**src/rtl/core/pscgs_pkg.sv**
```systemverilog
// Shared types and constants for the PID speed command block.
// Holds the configuration struct, register indexes and sequencer states.
// No dependencies.
package pscgs_pkg;

    localparam int DATA_W = 32;
    localparam int GAIN_W = 31;
    localparam int GEAR_W = 8;
    localparam int ADDR_W = 3;
    localparam int PROD_W = 64;
    localparam int ACC_W  = 50;

    typedef enum logic [ADDR_W-1:0] {
        REG_GAIN_P         = 3'd0,
        REG_GAIN_I         = 3'd1,
        REG_GAIN_D         = 3'd2,
        REG_TIME_STEP      = 3'd3,
        REG_COMMAND_LIMIT  = 3'd4,
        REG_DEADBAND_LIMIT = 3'd5,
        REG_REVERSE_GEAR   = 3'd6,
        REG_FORWARD_GEAR   = 3'd7
    } reg_index_t;

    typedef struct packed {
        logic [GAIN_W-1:0] gain_p;
        logic [GAIN_W-1:0] gain_i;
        logic [GAIN_W-1:0] gain_d;
        logic [GAIN_W-1:0] time_step;
        logic [GAIN_W-1:0] command_limit;
        logic [GAIN_W-1:0] deadband_limit;
        logic [GEAR_W-1:0] reverse_gear_code;
        logic [GEAR_W-1:0] forward_gear_code;
    } cfg_t;

    typedef enum logic [3:0] {
        ST_IDLE,
        ST_ERR,
        ST_MUL_DT,
        ST_INTEG,
        ST_DIV_START,
        ST_DIV_WAIT,
        ST_MUL_P,
        ST_MUL_I,
        ST_MUL_D,
        ST_ACC_D,
        ST_CLAMP,
        ST_DBAND,
        ST_DONE
    } state_t;

endpackage

```
**src/rtl/core/pscgs_cfg.sv**
```systemverilog
// Configuration register file for the PID speed command block.
// Depends on pscgs_pkg for the register indexes and the cfg_t struct.
module pscgs_cfg
(
    input  logic                          clk,
    input  logic                          rst_n,
    input  logic                          cfg_we,
    input  logic [pscgs_pkg::ADDR_W-1:0]  cfg_addr,
    input  logic [pscgs_pkg::GAIN_W-1:0]  cfg_data,
    output pscgs_pkg::cfg_t               cfg
);

    pscgs_pkg::cfg_t cfg_reg;

    always_ff @(posedge clk or negedge rst_n)
    begin
        if (!rst_n)
        begin
            cfg_reg.gain_p            <= 31'd65536;
            cfg_reg.gain_i            <= 31'd0;
            cfg_reg.gain_d            <= 31'd0;
            cfg_reg.time_step         <= 31'd6554;
            cfg_reg.command_limit     <= 31'd1310720;
            cfg_reg.deadband_limit    <= 31'd0;
            cfg_reg.reverse_gear_code <= 8'd0;
            cfg_reg.forward_gear_code <= 8'd0;
        end
        else if (cfg_we)
        begin
            unique case (pscgs_pkg::reg_index_t'(cfg_addr))
                pscgs_pkg::REG_GAIN_P:         cfg_reg.gain_p         <= cfg_data;
                pscgs_pkg::REG_GAIN_I:         cfg_reg.gain_i         <= cfg_data;
                pscgs_pkg::REG_GAIN_D:         cfg_reg.gain_d         <= cfg_data;
                pscgs_pkg::REG_TIME_STEP:      cfg_reg.time_step      <= cfg_data;
                pscgs_pkg::REG_COMMAND_LIMIT:  cfg_reg.command_limit  <= cfg_data;
                pscgs_pkg::REG_DEADBAND_LIMIT: cfg_reg.deadband_limit <= cfg_data;
                pscgs_pkg::REG_REVERSE_GEAR:
                    cfg_reg.reverse_gear_code <= cfg_data[pscgs_pkg::GEAR_W-1:0];
                pscgs_pkg::REG_FORWARD_GEAR:
                    cfg_reg.forward_gear_code <= cfg_data[pscgs_pkg::GEAR_W-1:0];
            endcase
        end
    end

    assign cfg = cfg_reg;

endmodule

```
**src/rtl/core/pscgs_mul.sv**
```systemverilog
// Shared registered multiplier: unsigned 31-bit operand times signed 32-bit operand.
// Depends on pscgs_pkg for widths.
module pscgs_mul
(
    input  logic                                clk,
    input  logic [pscgs_pkg::GAIN_W-1:0]        a,
    input  logic signed [pscgs_pkg::DATA_W-1:0] b,
    output logic signed [pscgs_pkg::PROD_W-1:0] product
);

    logic signed [pscgs_pkg::DATA_W-1:0] a_ext;
    logic signed [pscgs_pkg::PROD_W-1:0] product_reg;

    assign a_ext = $signed({1'b0, a});

    always_ff @(posedge clk)
    begin
        product_reg <= a_ext * b;
    end

    assign product = product_reg;

endmodule

```
**src/rtl/core/pscgs_div.sv**
```systemverilog
// Iterative restoring divider for the derivative term: sat32(trunc(diff * 2^16 / divisor)).
// One quotient bit per cycle; overflow is detected up front. Depends on pscgs_pkg.
module pscgs_div
(
    input  logic                                clk,
    input  logic                                rst_n,
    input  logic                                start,
    input  logic [pscgs_pkg::DATA_W:0]          diff,
    input  logic [pscgs_pkg::GAIN_W-1:0]        divisor,
    output logic                                done,
    output logic signed [pscgs_pkg::DATA_W-1:0] quotient
);

    logic [32:0] mag;
    logic [48:0] dividend;
    logic [45:0] ovf_limit;
    logic        ovf;
    logic [31:0] trial;
    logic [31:0] trial_sub;
    logic        fits;
    logic [31:0] q_ext;

    logic [30:0] rem_reg;
    logic [30:0] bits_reg;
    logic [30:0] q_reg;
    logic [4:0]  cnt_reg;
    logic        busy_reg;
    logic        done_reg;
    logic        neg_reg;
    logic        ovf_reg;

    assign mag       = diff[32] ? 33'(-diff) : diff;
    assign dividend  = {mag, 16'd0};
    assign ovf_limit = {divisor, 15'd0};
    assign ovf       = {13'd0, mag} >= ovf_limit;

    assign trial     = {rem_reg, bits_reg[30]};
    assign trial_sub = trial - {1'b0, divisor};
    assign fits      = trial >= {1'b0, divisor};

    always_ff @(posedge clk or negedge rst_n)
    begin
        if (!rst_n)
        begin
            busy_reg <= 1'b0;
            done_reg <= 1'b0;
            cnt_reg  <= 5'd0;
        end
        else
        begin
            done_reg <= 1'b0;
            if (start)
            begin
                if (ovf)
                begin
                    done_reg <= 1'b1;
                end
                else
                begin
                    busy_reg <= 1'b1;
                    cnt_reg  <= 5'd31;
                end
            end
            else if (busy_reg)
            begin
                cnt_reg <= cnt_reg - 5'd1;
                if (cnt_reg == 5'd1)
                begin
                    busy_reg <= 1'b0;
                    done_reg <= 1'b1;
                end
            end
        end
    end

    always_ff @(posedge clk)
    begin
        if (start)
        begin
            neg_reg  <= diff[32];
            ovf_reg  <= ovf;
            rem_reg  <= {13'd0, dividend[48:31]};
            bits_reg <= dividend[30:0];
            q_reg    <= 31'd0;
        end
        else if (busy_reg)
        begin
            rem_reg  <= fits ? trial_sub[30:0] : trial[30:0];
            bits_reg <= {bits_reg[29:0], 1'b0};
            q_reg    <= {q_reg[29:0], fits};
        end
    end

    assign q_ext = {1'b0, q_reg};

    always_comb
    begin
        if (ovf_reg)
        begin
            quotient = neg_reg ? 32'sh8000_0000 : 32'sh7FFF_FFFF;
        end
        else
        begin
            quotient = neg_reg ? $signed(32'(-q_ext)) : $signed(q_ext);
        end
    end

    assign done = done_reg;

endmodule

```
**src/rtl/core/pid_speed_command_with_gear_select.sv**
```systemverilog
// Top level of the incremental PID speed command block with gear select.
// Depends on pscgs_pkg, pscgs_cfg, pscgs_mul and pscgs_div.
//
// Usage: one signed Q16.16 target speed enters per transfer on the s_ channel.
// The block forms the error against its kept command, updates the integral,
// the derivative and the command, and delivers one transfer on the m_ channel
// holding the new command and the gear code.
// m_tvalid rises once the sequencer has passed its error, integral, divider,
// product, clamp and deadband states; a saturated derivative skips the 31
// divider steps. Those steps dominate; one shared 31x32 multiplier handles
// the four products in turn. s_tready is high only while the sequencer is
// idle, so a new item is taken only once the previous one has left it. The
// output sits in a register: a new item is taken while a result still waits,
// and the sequencer holds its finished result until the output register is
// free when the receiver stalls. Reset clears the command, the integral and
// the previous error, loads the register defaults and empties the output
// register. The user must write configuration through cfg_we, cfg_addr and
// cfg_data only while idle; the block itself leaves this unchecked.
module pid_speed_command_with_gear_select
(
    input  logic                                clk,
    input  logic                                rst_n,
    input  logic                                s_tvalid,
    output logic                                s_tready,
    input  logic [31:0]                         s_tdata,   // [31:0] target_speed
    output logic                                m_tvalid,
    input  logic                                m_tready,
    output logic [39:0]                         m_tdata,   // [31:0] speed_command, [39:32] gear_select
    input  logic                                cfg_we,
    input  logic [pscgs_pkg::ADDR_W-1:0]        cfg_addr,
    input  logic [pscgs_pkg::GAIN_W-1:0]        cfg_data
);

    pscgs_pkg::cfg_t   cfg;
    pscgs_pkg::state_t state_reg;
    pscgs_pkg::state_t state_next;

    logic [31:0] target_reg;
    logic [31:0] err_reg;
    logic [31:0] integ_reg;
    logic [31:0] last_err_reg;
    logic [31:0] de_reg;
    logic [31:0] cmd_reg;
    logic [pscgs_pkg::ACC_W-1:0] acc_reg;
    logic        out_valid_reg;
    logic [39:0] out_data_reg;

    logic [30:0] dt;
    logic [30:0] mul_a;
    logic [31:0] mul_b;
    logic signed [63:0] product;
    logic [47:0] prod_q;
    logic [pscgs_pkg::ACC_W-1:0] prod_ext;

    logic [32:0] err_diff;
    logic [31:0] err_sat;
    logic [48:0] integ_sum;
    logic [31:0] integ_sat;
    logic [32:0] de_diff;
    logic        div_start;
    logic        div_done;
    logic signed [31:0] div_q;

    logic [50:0] cmd_sum;
    logic [50:0] lim_pos;
    logic [50:0] lim_neg;
    logic [31:0] cmd_clamped;
    logic [31:0] cmd_mag;
    logic        out_free;

    pscgs_cfg u_cfg
    (
        .clk      (clk),
        .rst_n    (rst_n),
        .cfg_we   (cfg_we),
        .cfg_addr (cfg_addr),
        .cfg_data (cfg_data),
        .cfg      (cfg)
    );

    pscgs_mul u_mul
    (
        .clk     (clk),
        .a       (mul_a),
        .b       ($signed(mul_b)),
        .product (product)
    );

    pscgs_div u_div
    (
        .clk      (clk),
        .rst_n    (rst_n),
        .start    (div_start),
        .diff     (de_diff),
        .divisor  (dt),
        .done     (div_done),
        .quotient (div_q)
    );

    assign dt = (cfg.time_step == 31'd0) ? 31'd1 : cfg.time_step;

    assign err_diff = {target_reg[31], target_reg} - {cmd_reg[31], cmd_reg};
    assign err_sat  = (err_diff[32] != err_diff[31])
                    ? (err_diff[32] ? 32'h8000_0000 : 32'h7FFF_FFFF)
                    : err_diff[31:0];

    assign prod_q    = product[63:16];
    assign prod_ext  = {{2{prod_q[47]}}, prod_q};
    assign integ_sum = {{17{integ_reg[31]}}, integ_reg} + {prod_q[47], prod_q};
    assign integ_sat = ((&integ_sum[48:31]) || !(|integ_sum[48:31]))
                     ? integ_sum[31:0]
                     : (integ_sum[48] ? 32'h8000_0000 : 32'h7FFF_FFFF);

    assign de_diff   = {err_reg[31], err_reg} - {last_err_reg[31], last_err_reg};
    assign div_start = (state_reg == pscgs_pkg::ST_DIV_START);

    assign cmd_sum = {{19{cmd_reg[31]}}, cmd_reg} + {acc_reg[49], acc_reg};
    assign lim_pos = {20'd0, cfg.command_limit};
    assign lim_neg = 51'd0 - lim_pos;

    always_comb
    begin
        if ($signed(cmd_sum) > $signed(lim_pos))
        begin
            cmd_clamped = lim_pos[31:0];
        end
        else if ($signed(cmd_sum) < $signed(lim_neg))
        begin
            cmd_clamped = lim_neg[31:0];
        end
        else
        begin
            cmd_clamped = cmd_sum[31:0];
        end
    end

    assign cmd_mag  = cmd_reg[31] ? 32'(-cmd_reg) : cmd_reg;
    assign out_free = !out_valid_reg || m_tready;

    always_comb
    begin
        case (state_reg)
            pscgs_pkg::ST_MUL_DT:
            begin
                mul_a = dt;
                mul_b = err_reg;
            end
            pscgs_pkg::ST_MUL_I:
            begin
                mul_a = cfg.gain_i;
                mul_b = integ_reg;
            end
            pscgs_pkg::ST_MUL_D:
            begin
                mul_a = cfg.gain_d;
                mul_b = de_reg;
            end
            default:
            begin
                mul_a = cfg.gain_p;
                mul_b = err_reg;
            end
        endcase
    end

    always_ff @(posedge clk or negedge rst_n)
    begin
        if (!rst_n)
        begin
            state_reg <= pscgs_pkg::ST_IDLE;
        end
        else
        begin
            state_reg <= state_next;
        end
    end

    always_comb
    begin
        state_next = state_reg;
        unique case (state_reg)
            pscgs_pkg::ST_IDLE:      if (s_tvalid) state_next = pscgs_pkg::ST_ERR;
            pscgs_pkg::ST_ERR:       state_next = pscgs_pkg::ST_MUL_DT;
            pscgs_pkg::ST_MUL_DT:    state_next = pscgs_pkg::ST_INTEG;
            pscgs_pkg::ST_INTEG:     state_next = pscgs_pkg::ST_DIV_START;
            pscgs_pkg::ST_DIV_START: state_next = pscgs_pkg::ST_DIV_WAIT;
            pscgs_pkg::ST_DIV_WAIT:  if (div_done) state_next = pscgs_pkg::ST_MUL_P;
            pscgs_pkg::ST_MUL_P:     state_next = pscgs_pkg::ST_MUL_I;
            pscgs_pkg::ST_MUL_I:     state_next = pscgs_pkg::ST_MUL_D;
            pscgs_pkg::ST_MUL_D:     state_next = pscgs_pkg::ST_ACC_D;
            pscgs_pkg::ST_ACC_D:     state_next = pscgs_pkg::ST_CLAMP;
            pscgs_pkg::ST_CLAMP:     state_next = pscgs_pkg::ST_DBAND;
            pscgs_pkg::ST_DBAND:     state_next = pscgs_pkg::ST_DONE;
            pscgs_pkg::ST_DONE:      if (out_free) state_next = pscgs_pkg::ST_IDLE;
            default:                 state_next = pscgs_pkg::ST_IDLE;
        endcase
    end

    // Controller state: command, integral, previous error and output valid.
    always_ff @(posedge clk or negedge rst_n)
    begin
        if (!rst_n)
        begin
            cmd_reg       <= 32'd0;
            integ_reg     <= 32'd0;
            last_err_reg  <= 32'd0;
            out_valid_reg <= 1'b0;
        end
        else
        begin
            if (state_reg == pscgs_pkg::ST_INTEG)
            begin
                integ_reg <= integ_sat;
            end
            if (state_reg == pscgs_pkg::ST_ACC_D)
            begin
                last_err_reg <= err_reg;
            end
            if (state_reg == pscgs_pkg::ST_CLAMP)
            begin
                cmd_reg <= cmd_clamped;
            end
            if ((state_reg == pscgs_pkg::ST_DBAND) && (cmd_mag <= {1'b0, cfg.deadband_limit}))
            begin
                cmd_reg <= 32'd0;
            end
            if ((state_reg == pscgs_pkg::ST_DONE) && out_free)
            begin
                out_valid_reg <= 1'b1;
            end
            else if (m_tready)
            begin
                out_valid_reg <= 1'b0;
            end
        end
    end

    always_ff @(posedge clk)
    begin
        if ((state_reg == pscgs_pkg::ST_IDLE) && s_tvalid)
        begin
            target_reg <= s_tdata;
        end
        if (state_reg == pscgs_pkg::ST_ERR)
        begin
            err_reg <= err_sat;
        end
        if ((state_reg == pscgs_pkg::ST_DIV_WAIT) && div_done)
        begin
            de_reg <= div_q;
        end
        if (state_reg == pscgs_pkg::ST_MUL_I)
        begin
            acc_reg <= prod_ext;
        end
        if ((state_reg == pscgs_pkg::ST_MUL_D) || (state_reg == pscgs_pkg::ST_ACC_D))
        begin
            acc_reg <= acc_reg + prod_ext;
        end
        if ((state_reg == pscgs_pkg::ST_DONE) && out_free)
        begin
            out_data_reg <= {(cmd_reg[31] ? cfg.reverse_gear_code : cfg.forward_gear_code),
                             cmd_reg};
        end
    end

    assign s_tready = (state_reg == pscgs_pkg::ST_IDLE);
    assign m_tvalid = out_valid_reg;
    assign m_tdata  = out_data_reg;

endmodule
```
**config.mk**
```make
export PLATFORM = sky130hd
export DESIGN_NAME = pid_speed_command_with_gear_select
export DESIGN_NICKNAME = d
export VERILOG_FILES = /design/src/rtl/core/pscgs_pkg.sv /design/src/rtl/core/pscgs_cfg.sv /design/src/rtl/core/pscgs_mul.sv /design/src/rtl/core/pscgs_div.sv /design/src/rtl/core/pid_speed_command_with_gear_select.sv
export SDC_FILE = /design/constraint.sdc
export NUM_CORES = 2
export LEC_CHECK = 0
export BUFFER_PORTS_ARGS = -buffer_cell sky130_fd_sc_hd__buf_2
export CELL_PAD_IN_SITES_DETAIL_PLACEMENT = 2
export CELL_PAD_IN_SITES_GLOBAL_PLACEMENT = 2
export CORE_MARGIN = 5
export CORE_UTILIZATION = 38
export CTS_BUF_LIST = sky130_fd_sc_hd__clkbuf_16
export CTS_CLUSTER_DIAMETER = 80
export DETAILED_ROUTE_END_ITERATION = 16
export HOLD_SLACK_MARGIN = 0.06
export PLACE_DENSITY = 0.78
export SYNTH_ARGS = -nofsm -noshare
export SYNTH_HDL_FRONTEND = slang
export SYNTH_SLANG_ARGS = --single-unit
```
**constraint.sdc**
```tcl
create_clock -name clk -period 8.5 [get_ports clk]
set_input_delay 0.85 -clock clk [delete_from_list [all_inputs] [get_ports clk]]
set_output_delay 0.85 -clock clk [all_outputs]
set_load 0.03 [all_outputs]
```
Word-level counts from Yosys, hierarchy flattened
Index checks and enable logic that the tools add are counted.

Flip-flop bits (word level): 639. Input port bits: 71. Output and inout bits: 42. Logic and storage cells: 139.

$add $sub $neg: 11. Multiply operators: 1. $lt $le $gt $ge: 5. Eq/ne operators: 25. Mux-type cells: 41. Reduce and logical (&&, ||, !) cells: 28.

Operators with widths (number): 2-to-1 mux 32 bit (12); 2-to-1 mux 31 bit (4); 2-to-1 mux 50 bit (2); case mux 31 bit (3 select lines) (1); subtractor 32 x 32 -> 33 bit (2); multiplier 32 x 32 -> 64 bit (1); case mux 32 bit (2 select lines) (1); case mux 4 bit (13 select lines) (1); adder 32 x 50 -> 51 bit (1); > comparator 51 x 32 -> 1 bit (1); < comparator 51 x 32 -> 1 bit (1); adder 50 bit (1); adder 32 x 48 -> 49 bit (1); greater-or-equal comparator 33 x 46 -> 1 bit (1); 2-to-1 mux 18 bit (2); 2-to-1 mux 33 bit (1); negator 33 bit (1); greater-or-equal comparator 32 x 31 -> 1 bit (1); <= comparator 32 x 31 -> 1 bit (1); negator 31 -> 32 bit (1); negator 32 bit (1); subtractor 1 x 31 -> 32 bit (first input constant) (1); zero test 31 bit (1); subtractor 31 bit (1); 26 further kinds (70).

Longest topological paths before layout
Depth after elaboration: 6. Mapped depth: 42. Depth with buffers taken out: 37.

Cells and area by module
From an unflattened synthesis, not the netlist that was laid out.

Cell total of the unflattened synthesis: 8519. Area total of the unflattened synthesis: 77824.6 µm².

Modules (own cells, without submodules): pscgs_mul (times used 1, cells an instance 3736, area an instance 34515.6 µm², seq. area each 1281.2 µm²); pid_speed_command_with_gear_select (times used 1, cells an instance 3386, area an instance 28054.4 µm², seq. area each 8112.8 µm²); pscgs_div (times used 1, cells an instance 963, area an instance 7661.1 µm², seq. area each 2107.0 µm²); pscgs_cfg (times used 1, cells an instance 434, area an instance 7593.5 µm², seq. area each 5067.4 µm²).

Worst setup path before layout
Ideal clock, no wire load.

Path kind: reg-to-reg. Start point: reg state_reg[2]. End point: reg u_mul.product_reg (netlist bit u_mul.product[63]). Library setup time: 72 ps. Data arrival time: 9296 ps. Data required time: 8428 ps. Path slack: -868 ps. Stages on the path, launching flop included: 37. Path buffers: 6. Period minus slack after synthesis: 9368 ps. Cells stage by stage: dfrtp_1 -> clkbuf_1 -> and4b_1 -> buf_2 -> buf_1 -> buf_1 -> clkbuf_1 -> nand2_1 -> and4_1 -> clkbuf_1 -> nor2_1 -> fa_1 -> fa_1 -> inv_1 -> fa_1 -> fa_1 -> fa_1 -> inv_1 -> fa_1 -> fa_1 -> inv_1 -> fa_1 -> inv_1 -> ha_1 -> a21o_1 -> a21o_1 -> a21o_1 -> or2_2 -> o311ai_1 -> o22ai_1 -> a211oi_1 -> o21ai_1 -> o221ai_1 -> nor2b_1 -> o21a_1 -> nor2_1 -> xnor2_1.

Longest elaborated chain between the ends: 3. Elaborated cells between the ends (all ways): 6. Classes of those cells: mul: 1; eq/ne: 3; mux: 2.

Ends and longest elaborated chain: from (decl) (line pid_speed_command_with_gear_select.sv:35) `pscgs_pkg::state_t state_reg;`; from (signal assigned) (line pid_speed_command_with_gear_select.sv:170) `state_reg <= pscgs_pkg::ST_IDLE;`; from (signal assigned) (line pid_speed_command_with_gear_select.sv:174) `state_reg <= state_next;`; == test 4 bit, or another cell as far along (line pid_speed_command_with_gear_select.sv:142) `case (state_reg)`; case mux 31 bit (3 select lines) or case mux 32 bit (2 select lines) (tied branches) (line pid_speed_command_with_gear_select.sv:142); multiplier 32 x 32 -> 64 bit (*) (line pscgs_mul.sv:18) `product_reg <= a_ext * b;`; to (signal assigned) (line pscgs_mul.sv:18); to (decl) (line pscgs_mul.sv:12) `logic signed [pscgs_pkg::PROD_W-1:0] product_reg;`.

Mark *: on every way between the ends. The rest lies on a longest branch, timed or not. A chain may end at the register's enable or synchronous reset.

Worst setup path in the final report
Start point: reg state_reg[1]. End point: reg u_mul.product_reg (netlist bit u_mul.product[56]).

The elaborated chain is that of the path after synthesis.

==> impl_metrics.json <==
{
  "post_synth_instance_area_sq_um": 74800,
  "clock_skew_ns": 0.0573,
  "globalRouteTotalUtil_pct": 34.4,
  "cp_num_buf_inv": 9,
  "timing.critical_path.fanout_max": 18,
  "finish.net_count": 10600,
  "avgRoutedWirePerCell_microns": 33.1,
  "final_core_utilization_pct": 45.3,
  "clock.fmax_ghz": 0.0989,
  "period_share_pct": 119,
  "drc_errors": 0,
  "nFillCells": 21200,
  "worstSkewPairLatency_ns": 0.74,
  "cp_top_family": "adder cells",
  "effective_utilization_at_floorplan_pct": 38.3,
  "synth_top_area_share_pct": 23.3,
  "final_critical_path_setup_slack_ns": -1.61,
  "seq_total_area_yosys_pct": 21.7,
  "cts.hold.buffers_added": 0,
  "synth.area.top_cells": "fa_1 (23%), ha_1 (11%), dfrtp_1 (10%)",
  "failed_checks": "negative setup slack",
  "htree_levels": 3,
  "postSynth.topFlopCell": "dfrtp_1",
  "final_max_slew_viol_count": 0,
  "grt_setup_unrepaired": "true",
  "critPathArrivalTime_ns": 10.70,
  "place_hpwl_microns": 274000,
  "layout_min_cycle_time_ns": 10.11,
  "drtAntennaViolNets": 0,
  "setup_viol": 48,
  "run_status": "finished, violations left",
  "post_dp_cell_area_sq_um": 83400,
  "gp_routability_congestion": 0.946,
  "chip_width_microns": 454,
  "syn_avg_cell_area_sq_um": 8.91,
  "first_global_vias": 79200,
  "synth_fp_nets": 10000,
  "ys_seq_elements": 623,
  "final_cell_area_sq_um": 88400,
  "via_per_inst": 6.03,
  "firstDrtPassIters": 6,
  "worst_setup_hold_path_clk_slew_ns": 0.08,
  "cts-root-buf": "clkbuf_16",
  "drive_above_1_share_pct": 17.3,
  "timing.critical_path.to_type": "register",
  "worst_ep_required_time_ns": 9.09,
  "largest_reg_flops": 202,
  "worst_hold_slack_ns": 0.157,
  "global_route_wire_length_before_repair_microns": 528000,
  "report.final.hold_viol_count": 0,
  "full_die_area_sq_um": 206000,
  "port_buffer_count": 112,
  "cts_tree": "done",
  "cts_buffers": 80,
  "worst_hold_path_type": "input port to asynchronous set/reset pin",
  "syn2layout_area_growth_pct": 18.2,
  "synth_top_cell_by_area": "fa_1",
  "critPathLaunchType": "register",
  "grt_max_degree": 96,
  "cts_num_sinks": 623,
  "critPathKind": "register to register",
  "routed-via-count": 70500,
  "cts_max_path_buffers": 3,
  "maxCapViolCount": 0,
  "drtIter0Drc": 5520,
  "critical_path.slowest_cell": "fa_2",
  "cpMostUsedCell": "fa_1",
  "max_stage_delay_ns": 0.77,
  "yosys_warnings": 0,
  "detailed_route_wl_microns": 387000,
  "most_frequent_cells_in_the_layout": "inv_1 (1164), nand2_1 (963), nor2_1 (883), fa_1 (831), ha_1 (658)",
  "tightestPinTransition_ns": 1.35,
  "postSynthCellCount": 8395,
  "std_cell_rows": 162,
  "ios": 113,
  "grt-ovfl-total": 0,
  "layout_commonest_cell": "inv_1",
  "core_area_sq_um": 195000,
  "synthArstFlopShare_pct": 49.8,
  "antenna_found_initial": 50,
  "synth.lib_cells_used.distinct": 103,
  "max_slew_margin_pct": 7.95,
  "chipHeight_microns": 454,
  "synth_edf_count": 221
}
worst paths after layout:
path / from / to / slack [ns] / depth (start not counted)
setup / recovery: state_reg[1] / u_mul.product[56] / -1.61 / 36
hold / removal: rst_n / u_cfg.cfg[77] / 0.16 / 1
setup reg to reg: state_reg[1] / u_mul.product[56] / -1.61 / 36
hold reg to reg: u_cfg.cfg[13] / u_cfg.cfg[13] / 0.51 / 1
max in group asynchronous: rst_n / state_reg[2] / 6.57 / 2
min in group clk: s_tdata[9] / target_reg[9] / 0.32 / 1
metal layers:
metal / wire (microns) / up-vias / global-route usage (%)
li1: - / 28900 / -
met1: 136000 / 36400 / 38.9
met5: 272 / - / 0
met2: 180000 / 3448 / 57.8
met4: 37000 / 38 / 24.6
met3: 34000 / 1735 / 7.37
cell type report:
class | instances | area (sq um) | share of cell area [%]
multi-input combinational | 6226 | 54200 | 61.3
clock inverter | 64 | 489 | 0.553
inverter | 1173 | 4410 | 4.99
antenna | 29 | 72.6 | 0.0821
timing repair buffer | 865 | 7610 | 8.61
clock buffer | 84 | 2100 | 2.38
sequential | 623 | 16300 | 18.4
tap | 2624 | 3280 | 3.71
cell families after synthesis:
logic type | share of synthesized area [%]
and+or+nand+nor | 15.8
adders and majority gates | 34.7
buffers and inverters | 7.83
AOI/OAI and AO/OA | 12.0
DFF | 21.7
xor gates and xnor gates | 3.84
muxes | 4.09
what timing repair did:
item	in CTS	in global routing
setup endpoints to repair	48	47
cloned	5	1
setup buffers	46	46
pin swaps	90	106
gates resized for setup	259	150
hold endpoints to repair	0	0
through the flow:
stage	TNS [ns]	std cells	setup WS, ns
5_1_grt	-53.08	11700	-1.65
6_report	-51.98	11700	-1.61
4_1_cts	-15.74	11600	-0.689
3_5_place_dp	-34.79	11400	-1.17
2_1_floorplan	-0.0220	8395	-0.0220
3_3_place_gp	-16.04	11400	-0.727
synth_stat cells, drive strengths merged, types with 45 or more instances:
cell	count
inv	1173
nand2	982
nor2	974
fa	872
ha	671
a21oi	368
o21ai	363
clkbuf	328
dfrtp	300
xnor2	225
edfxtp	221
a21o	219
mux2	197
nand4	105
xor2	103
dfxtp	92
nor3	85
mux2i	83
nand3	83
nor2b	68
o21a	56
nand2b	53
a211oi	49
and2	48
nor4	47
and3	46
buf	45
Power is not shown: default switching activity piles up to over one toggle a cycle in this logic, so the estimate is an artifact.
